$ cat config.mk
export PLATFORM = sky130hd
export DESIGN_NAME = thr_ctrl
export DESIGN_NICKNAME = d
export VERILOG_FILES = /design/src/hw/rtl/thr_pkg.sv /design/src/hw/rtl/thr_ctrl.sv
export SDC_FILE = /design/constraint.sdc
export NUM_CORES = 1
export LEC_CHECK = 0
export BUFFER_PORTS_ARGS = -buffer_cell sky130_fd_sc_hd__buf_4
export CAP_MARGIN = 10
export CORE_AREA = 2 2 523 525
export DETAILED_ROUTE_END_ITERATION = 16
export DIE_AREA = 0 0 525 527
export PLACE_DENSITY = 0.38
export SYNTH_ARGS = -nofsm -noshare
export SYNTH_HDL_FRONTEND = slang
export SYNTH_SLANG_ARGS = --single-unit
$ cat constraint.sdc
create_clock -name clock -period 40.2 [get_ports clock]
set_input_delay 8.04 -clock clock [delete_from_list [all_inputs] [get_ports clock]]
set_output_delay 8.04 -clock clock [all_outputs]
set_load 0.005 [all_outputs]
$ cat src/hw/rtl/thr_pkg.sv
// thr_pkg: shared types and constants for the timestamped history ring
// transaction structs, stored record layout, state machine encoding
// no dependencies
package thr_pkg;

   localparam int HISTORY_DEPTH = 256;
   localparam int IDX_W = $clog2(HISTORY_DEPTH);
   localparam int CNT_W = $clog2(HISTORY_DEPTH + 1);
   localparam int TIME_W = 32;

   localparam logic REQ_SAVE = 1'b0;
   localparam logic REQ_LOOKUP = 1'b1;

   typedef struct packed {
      logic        req_type;
      logic [31:0] stamp;
      logic [31:0] origin_x;
      logic [31:0] origin_y;
      logic [31:0] origin_z;
      logic [31:0] speed_x;
      logic [31:0] speed_y;
      logic [31:0] speed_z;
      logic [31:0] angle_x;
      logic [31:0] angle_y;
      logic [31:0] angle_z;
      logic [15:0] motion_word;
   } req_item_type;

   typedef struct packed {
      logic        found;
      logic [31:0] got_origin_x;
      logic [31:0] got_origin_y;
      logic [31:0] got_origin_z;
      logic [31:0] got_speed_x;
      logic [31:0] got_speed_y;
      logic [31:0] got_speed_z;
      logic [31:0] got_angle_x;
      logic [31:0] got_angle_y;
      logic [31:0] got_angle_z;
      logic [15:0] got_motion_word;
   } rsp_item_type;

   typedef struct packed {
      logic [31:0] origin_x;
      logic [31:0] origin_y;
      logic [31:0] origin_z;
      logic [31:0] speed_x;
      logic [31:0] speed_y;
      logic [31:0] speed_z;
      logic [31:0] angle_x;
      logic [31:0] angle_y;
      logic [31:0] angle_z;
      logic [15:0] motion;
   } rec_type;

   localparam int REC_W = $bits(rec_type);

   typedef struct packed {
      logic             we;
      logic [IDX_W-1:0] addr;
   } mem_req_type;

   typedef enum logic [1:0] {
      ST_IDLE,
      ST_SAVE_CHK,
      ST_SCAN
   } thr_state_type;

endpackage

$ cat src/hw/rtl/thr_ctrl.sv
// thr_ctrl: sequencer for save and lookup transactions, ring pointer, fill count
// depends on thr_pkg; drives the time and record rams through one shared port
module thr_ctrl import thr_pkg::*; (
   input  logic         clock,
   input  logic         reset,
   input  logic         start,
   output logic         busy,
   input  req_item_type req_data,
   output logic         rsp_valid,
   output rsp_item_type rsp_data,
   output mem_req_type  mem_req,
   output logic [TIME_W-1:0] wr_time,
   output rec_type      wr_rec,
   input  logic [TIME_W-1:0] rd_time,
   input  rec_type      rd_rec
);

   localparam logic [IDX_W-1:0] LAST_IDX = IDX_W'(HISTORY_DEPTH - 1);
   localparam logic [CNT_W-1:0] FULL_CNT = CNT_W'(HISTORY_DEPTH);

   thr_state_type     state_ff, state_in;
   logic [IDX_W-1:0]  slot_ff, slot_in;
   logic [CNT_W-1:0]  fill_ff, fill_in;
   logic [IDX_W-1:0]  addr_ff, addr_in;
   logic [CNT_W-1:0]  cnt_ff, cnt_in;
   logic [TIME_W-1:0] stamp_ff, stamp_in;
   rec_type           rec_ff, rec_in;
   logic              rsp_valid_ff, rsp_valid_in;
   rsp_item_type      rsp_data_ff, rsp_data_in;

   logic [IDX_W-1:0]  prev_slot, prev_addr, next_slot;
   logic              entry_live, hit, last;
   logic [TIME_W-1:0] time_eff;
   rec_type           rec_eff;

   assign prev_slot  = (slot_ff == '0) ? LAST_IDX : slot_ff - IDX_W'(1);
   assign next_slot  = (slot_ff == LAST_IDX) ? '0 : slot_ff + IDX_W'(1);
   assign prev_addr  = (addr_ff == '0) ? LAST_IDX : addr_ff - IDX_W'(1);
   // entries never written read as zero
   assign entry_live = CNT_W'(addr_ff) < fill_ff;
   assign time_eff   = entry_live ? rd_time : '0;
   assign rec_eff    = entry_live ? rd_rec : '0;
   assign hit        = $signed(time_eff) <= $signed(stamp_ff);
   assign last       = cnt_ff == FULL_CNT;

   always_comb begin
      state_in = state_ff;
      unique case (state_ff)
         ST_IDLE: begin
            if (start) begin
               state_in = (req_data.req_type == REQ_SAVE) ? ST_SAVE_CHK : ST_SCAN;
            end
         end
         ST_SAVE_CHK: begin
            state_in = ST_IDLE;
         end
         ST_SCAN: begin
            if (hit || last) begin
               state_in = ST_IDLE;
            end
         end
         default: begin
            state_in = ST_IDLE;
         end
      endcase
   end

   always_comb begin
      slot_in      = slot_ff;
      fill_in      = fill_ff;
      addr_in      = addr_ff;
      cnt_in       = cnt_ff;
      stamp_in     = stamp_ff;
      rec_in       = rec_ff;
      rsp_valid_in = 1'b0;
      rsp_data_in  = rsp_data_ff;
      mem_req.we   = 1'b0;
      mem_req.addr = addr_ff;
      unique case (state_ff)
         ST_IDLE: begin
            mem_req.addr = prev_slot;
            if (start) begin
               stamp_in         = req_data.stamp;
               rec_in.origin_x  = req_data.origin_x;
               rec_in.origin_y  = req_data.origin_y;
               rec_in.origin_z  = req_data.origin_z;
               rec_in.speed_x   = req_data.speed_x;
               rec_in.speed_y   = req_data.speed_y;
               rec_in.speed_z   = req_data.speed_z;
               rec_in.angle_x   = req_data.angle_x;
               rec_in.angle_y   = req_data.angle_y;
               rec_in.angle_z   = req_data.angle_z;
               rec_in.motion    = req_data.motion_word;
               addr_in          = prev_slot;
               cnt_in           = CNT_W'(1);
            end
         end
         ST_SAVE_CHK: begin
            // repeated time stamp drops the transaction
            if (time_eff != stamp_ff) begin
               mem_req.we   = 1'b1;
               mem_req.addr = slot_ff;
               slot_in      = next_slot;
               fill_in      = (fill_ff == FULL_CNT) ? fill_ff : fill_ff + CNT_W'(1);
            end
         end
         ST_SCAN: begin
            mem_req.addr = prev_addr;
            if (hit || last) begin
               rsp_valid_in = 1'b1;
               if (hit) begin
                  rsp_data_in.found           = 1'b1;
                  rsp_data_in.got_origin_x    = rec_eff.origin_x;
                  rsp_data_in.got_origin_y    = rec_eff.origin_y;
                  rsp_data_in.got_origin_z    = rec_eff.origin_z;
                  rsp_data_in.got_speed_x     = rec_eff.speed_x;
                  rsp_data_in.got_speed_y     = rec_eff.speed_y;
                  rsp_data_in.got_speed_z     = rec_eff.speed_z;
                  rsp_data_in.got_angle_x     = rec_eff.angle_x;
                  rsp_data_in.got_angle_y     = rec_eff.angle_y;
                  rsp_data_in.got_angle_z     = rec_eff.angle_z;
                  rsp_data_in.got_motion_word = rec_eff.motion;
               end else begin
                  rsp_data_in = '0;
               end
            end else begin
               addr_in = prev_addr;
               cnt_in  = cnt_ff + CNT_W'(1);
            end
         end
         default: begin
            mem_req.addr = addr_ff;
         end
      endcase
   end

   always_ff @(posedge clock) begin
      if (reset) begin
         state_ff     <= ST_IDLE;
         slot_ff      <= '0;
         fill_ff      <= '0;
         rsp_valid_ff <= 1'b0;
      end else begin
         state_ff     <= state_in;
         slot_ff      <= slot_in;
         fill_ff      <= fill_in;
         rsp_valid_ff <= rsp_valid_in;
      end
   end

   always_ff @(posedge clock) begin
      addr_ff     <= addr_in;
      cnt_ff      <= cnt_in;
      stamp_ff    <= stamp_in;
      rec_ff      <= rec_in;
      rsp_data_ff <= rsp_data_in;
   end

   assign busy      = state_ff != ST_IDLE;
   assign rsp_valid = rsp_valid_ff;
   assign rsp_data  = rsp_data_ff;
   assign wr_time   = stamp_ff;
   assign wr_rec    = rec_ff;

endmodule

Word-level counts from Yosys, hierarchy flattened
Cells that the tools add are included.

word-level totals
  bits of input ports = 676
  bits in registers = 678
  memory bits (writable) = 0
  bits in latches = 0
  logic and storage cells = 80
  ROM bits = 0
  output and inout bits = 652
  memories kept = 0

cells by class
  $mul = 0
  mux-type cells = 20
  bitwise gates (word level) = 2
  shifts and indexed selects = 0
  equality and inequality tests = 9
  divide/modulo/power cells = 0
  add/sub/neg operators = 5
  reductions and logical operators = 14
  order comparisons = 2

operators by type and width
  operator                                                             number
  305-bit 2-to-1 mux                                                   1
  304-bit 2-to-1 mux                                                   1
  8-bit 2-to-1 mux                                                     5
  32-bit less-or-equal comparator                                      1
  32-bit 2-to-1 mux                                                    1
  32-bit != test                                                       1
  9-bit 2-to-1 mux                                                     3
  8-bit case mux with 3 select lines                                   1
  9-bit by 1-bit adder with 9-bit output (second input constant)       2
  9-bit == test (second input constant)                                2
  9-bit case mux with 2 select lines                                   1
  8-bit zero test                                                      2
  8-bit case mux with 2 select lines                                   1
  8-bit by 1-bit subtractor with 8-bit output (second input constant)  2
  2-bit AND reduction                                                  5
  8-bit by 9-bit < comparator with 1-bit output                        1
  8-bit by 1-bit adder with 8-bit output (second input constant)       1
  8-bit == test (second input constant)                                1
  2-bit 2-to-1 mux                                                     3
  2-bit != test (second input constant)                                3
  3-bit AND reduction                                                  2
  2-bit case mux with 2 select lines                                   1
  2-bit nonzero test                                                   2
  2-bit by 1-bit == test with 1-bit output (second input constant)     1
  6 further kinds                                                      8

Logic depth before layout (Yosys ltp)
  depth in word-level cells = 6
  depth in mapped cells = 20
  gate-level depth less buffers = 16

Worst setup path after synthesis
OpenSTA, ideal clock, no wires.

  kind = in2reg
  start = in rd_time[29]
  end = reg rsp_data_ff (netlist bit rsp_data[0]), enable pin
  stages on the path = 10
  buffers on the path = 2
  arrival = 24409 ps
  setup time = 1073 ps
  setup slack = 14717 ps
  data required time = 39127 ps
  path through = a21boi_0 ha_1 nand4_2 nor3_1 a2111oi_4 nand2_1 o311a_1 buf_2 buf_2 a21oi_1

on the way
  word-level cells in the longest chain between the ends = 4

RTL lines
  element                          RTL line         RTL
  from (decl)                      thr_ctrl.sv:14   input logic [TIME_W-1:0] rd_time,
  32-bit 2-to-1 mux                thr_ctrl.sv:41   assign time_eff = entry_live ? rd_time : '0;
  32-bit less-or-equal comparator  thr_ctrl.sv:43   assign hit = $signed(time_eff) <= $signed(stamp_ff);
  1-bit logical OR                 thr_ctrl.sv:109  if (hit || last) begin
  2-bit AND reduction (no line)    -
  to (signal assigned)             thr_ctrl.sv:156  rsp_data_ff <= rsp_data_in;
  to (decl)                        thr_ctrl.sv:29   rsp_item_type rsp_data_ff, rsp_data_in;

Every way passes these cells.
A chain may end at the register's enable or synchronous reset.

==> flow_summary.toml <==
[status]
status = "finished clean"

[clock_tree]
post_cts_buffers = 0
clockBufferDepth = 4
root_buffer = "clkbuf_16"
cts.sink_count = 678
clk_pin_slew_worst_paths_ns = 0.05
cts_resized = 0
cts_tree = "done"
h-tree-depth = 3
cts_made_buffers = 97
clk_latency_ns = 0.84
postCtsHoldBufs = 0

[floorplanning]
initial_core_util_pct = 10.1
die_area_um2 = 277000
ioPinCount = 1328
dieWidth_um = 525
rows = 192
core_um2 = 272000
die_h_um = 527

[timing]
relSlewSlack_pct = 25.4
drv_slew = 0
finalSetupTns_ns = 0
skew_ns = 0.0845
hold_ws_ns = 0.479
min_period_over_period_pct = 48.0
setup_viol = 0
worst_pin_slew_ns = 1.12
grt_setup_unrepaired = "false"
hold_violations = 0
timing.fmax_mhz = 51.8
period_minus_slack_ns = 19.31
worst_slack_ns = 20.89

[global_route]
grt_max_degree = 147
grt_antenna_before_repair = 99
grt_overflow = 0
grt_pass1_wl_um = 225000
grt_pass1_vias = 22000
grt_use_total_pct = 12.3

[cells_and_area]
finish.utilization_pct = 16.5
nets = 3878
drive_gt1_share_pct = 50.0
syn_to_final_growth_pct = 63.7

[logic_synthesis]
synth_warnings = 0
yosys-top-cells-count = "658 x edfxtp_1, 356 x inv_1, 206 x a211oi_1, 100 x a211oi_2, 81 x clkbuf_1"
netlist_top_cells_area = "edfxtp_1 72%, a211oi_1 5.7%, inv_1 4.9%"
synth_top_area_cell = "edfxtp_1"
yosysSeqAreaShare_pct = 73.7
synth_cell_types = 54
synth-edff-count = 658
yosysMostFrequentCell = "edfxtp_1"
synthesis.area_um2 = 27400
async_flop_share_pct = 0
synth_top_area_share_pct = 72.2
syn_area_per_cell_um2 = 15.0
ys_ff_latch = 678
synth_flop_cell = "edfxtp_1"
netlist_instances = 1820
synth_nets = 2544

[worst_setup_path]
arrival_ns = 11.27
end_kind = "output pin"
required_ns = 32.16
endpoint = "mem_req[8]"
startpoint_type = "input port"
crit_fanout = 21
startpoint = "rd_time[23]"
path_class = "in2out"
ff2ff_path_depth = 18
reg2reg_from = "addr_ff[1]"
ff2ff_setup_slack_ns = 32.05
timing.rr.end = "rsp_data[181]"

[drt]
vias = 21300
route.antenna.remaining_nets = 0
initialDrtViolationCount = 962
drc_errors = 0
routedWlPerCell_um = 25.8
viasPerCell = 3.11
wirelength_um = 177000
first_pass_iters = 5

[pwr]
ir_drop_mv = 0.0316
p_per_area_nw_per_um2 = 43.4
p_leak_nw = 17.7

[place]
place_ws_ns = 20.69
dp_hpwl_um = 147000
portBuffers = 1327
gp_congestion = 0.843

[hold_path]
hold_class = "reg2reg"

[flow_run]
max_cap_viol_count = 0
kinds of logic after synthesis:
family / Yosys count / share of synthesized area (%)
flip-flops: 678 / 73.7
AND/OR/NAND/NOR: 160 / 2.88
adder cells (fa/ha/maj): 48 / 2.19
buffers and inverters: 481 / 7.04
AO/OA/AOI/OAI: 421 / 13.1
multiplexers: 9 / 0.384
XOR/XNOR: 23 / 0.736
cells in the final DEF, fill, tap and decap left out, types with 7 or more instances in the layout:
| cell | count |
|---|---|
| nor2_1 | 36 |
| o21ai_0 | 12 |
| or3_1 | 8 |
| bufinv_16 | 13 |
| xor2_1 | 9 |
| dfxtp_1 | 20 |
| ha_1 | 48 |
| a211oi_1 | 206 |
| a21boi_0 | 31 |
| nor3_1 | 10 |
| clkbuf_1 | 17 |
| clkinv_1 | 17 |
| edfxtp_1 | 658 |
| a22oi_1 | 8 |
| clkinvlp_4 | 7 |
| nand2_1 | 46 |
| clkinv_2 | 13 |
| clkbuf_16 | 99 |
| diode_2 | 29 |
| a21oi_1 | 29 |
| buf_4 | 1357 |
| inv_1 | 355 |
| nand4_1 | 14 |
| xnor2_1 | 14 |
| nand3_1 | 16 |
| a211oi_2 | 100 |
layer usage:
layer	part of all wire, %	vias up	GRT usage, %
met5	0.26	-	0
met3	11	288	6.23
met2	53	1063	23.0
met4	2.8	72	3.65
li1	-	9425	-
met1	33	10500	11.5
per-stage QoR:
stage	cells	total power (W)	area, um^2
finish	6845	0.00195	44800
global route	6822	0.00203	44800
CTS	6816	0.00199	44700
detailed placement	6644	0.00108	41500
global placement	6644	0.00108	41500
floorplan	1820	0.000923	27400
report_power, final:
group	leakage [nW]	total, W	internal (W)	switching (W)
logic	9.66	0.000220	0.0000950	0.000125
clock network	1.54	0.000888	0.000533	0.000356
registers	6.46	0.000837	0.000818	0.0000194
final cells by class:
cell class	instances	area [um^2]
diodes	29	72.6
flip-flops and latches	678	20200
fillers	30100	227000
multi-input cells	661	5330
clock buffers	116	2540
clock inverters	56	647
repair buffers	1359	10200
well taps	3589	4490
inverters	357	1350
how the worst min path moves through the flow:
stage,from,to,slack [ns],depth (start not counted)
floorplan,fill_ff[1],fill_ff[1],0.45,2
global placement,fill_ff[1],fill_ff[1],0.46,2
detailed placement,fill_ff[1],fill_ff[1],0.47,2
CTS,fill_ff[1],fill_ff[1],0.48,2
global route,fill_ff[1],fill_ff[1],0.51,2
finish,fill_ff[1],fill_ff[1],0.48,2
worst max-delay path: stages:
cell and delay [ns]:
buf_4 0.11, a21boi_0 0.12, ha_1 0.37, nand4_1 0.59
nor4_2 0.42, buf_4 0.28, and3_1 0.51, or3_1 0.22
inv_1 0.30, buf_4 0.27
sequential cells by signal, indices dropped and copies added, names as in the netlist:
name and flops:
rsp_valid 1, addr_ff 8, slot_ff 8, fill_ff 9
cnt_ff 9, wr_rec 304, state_ff 2, wr_time 32
rsp_data 305
No activity file was read; power rests on OpenSTA's default activity.
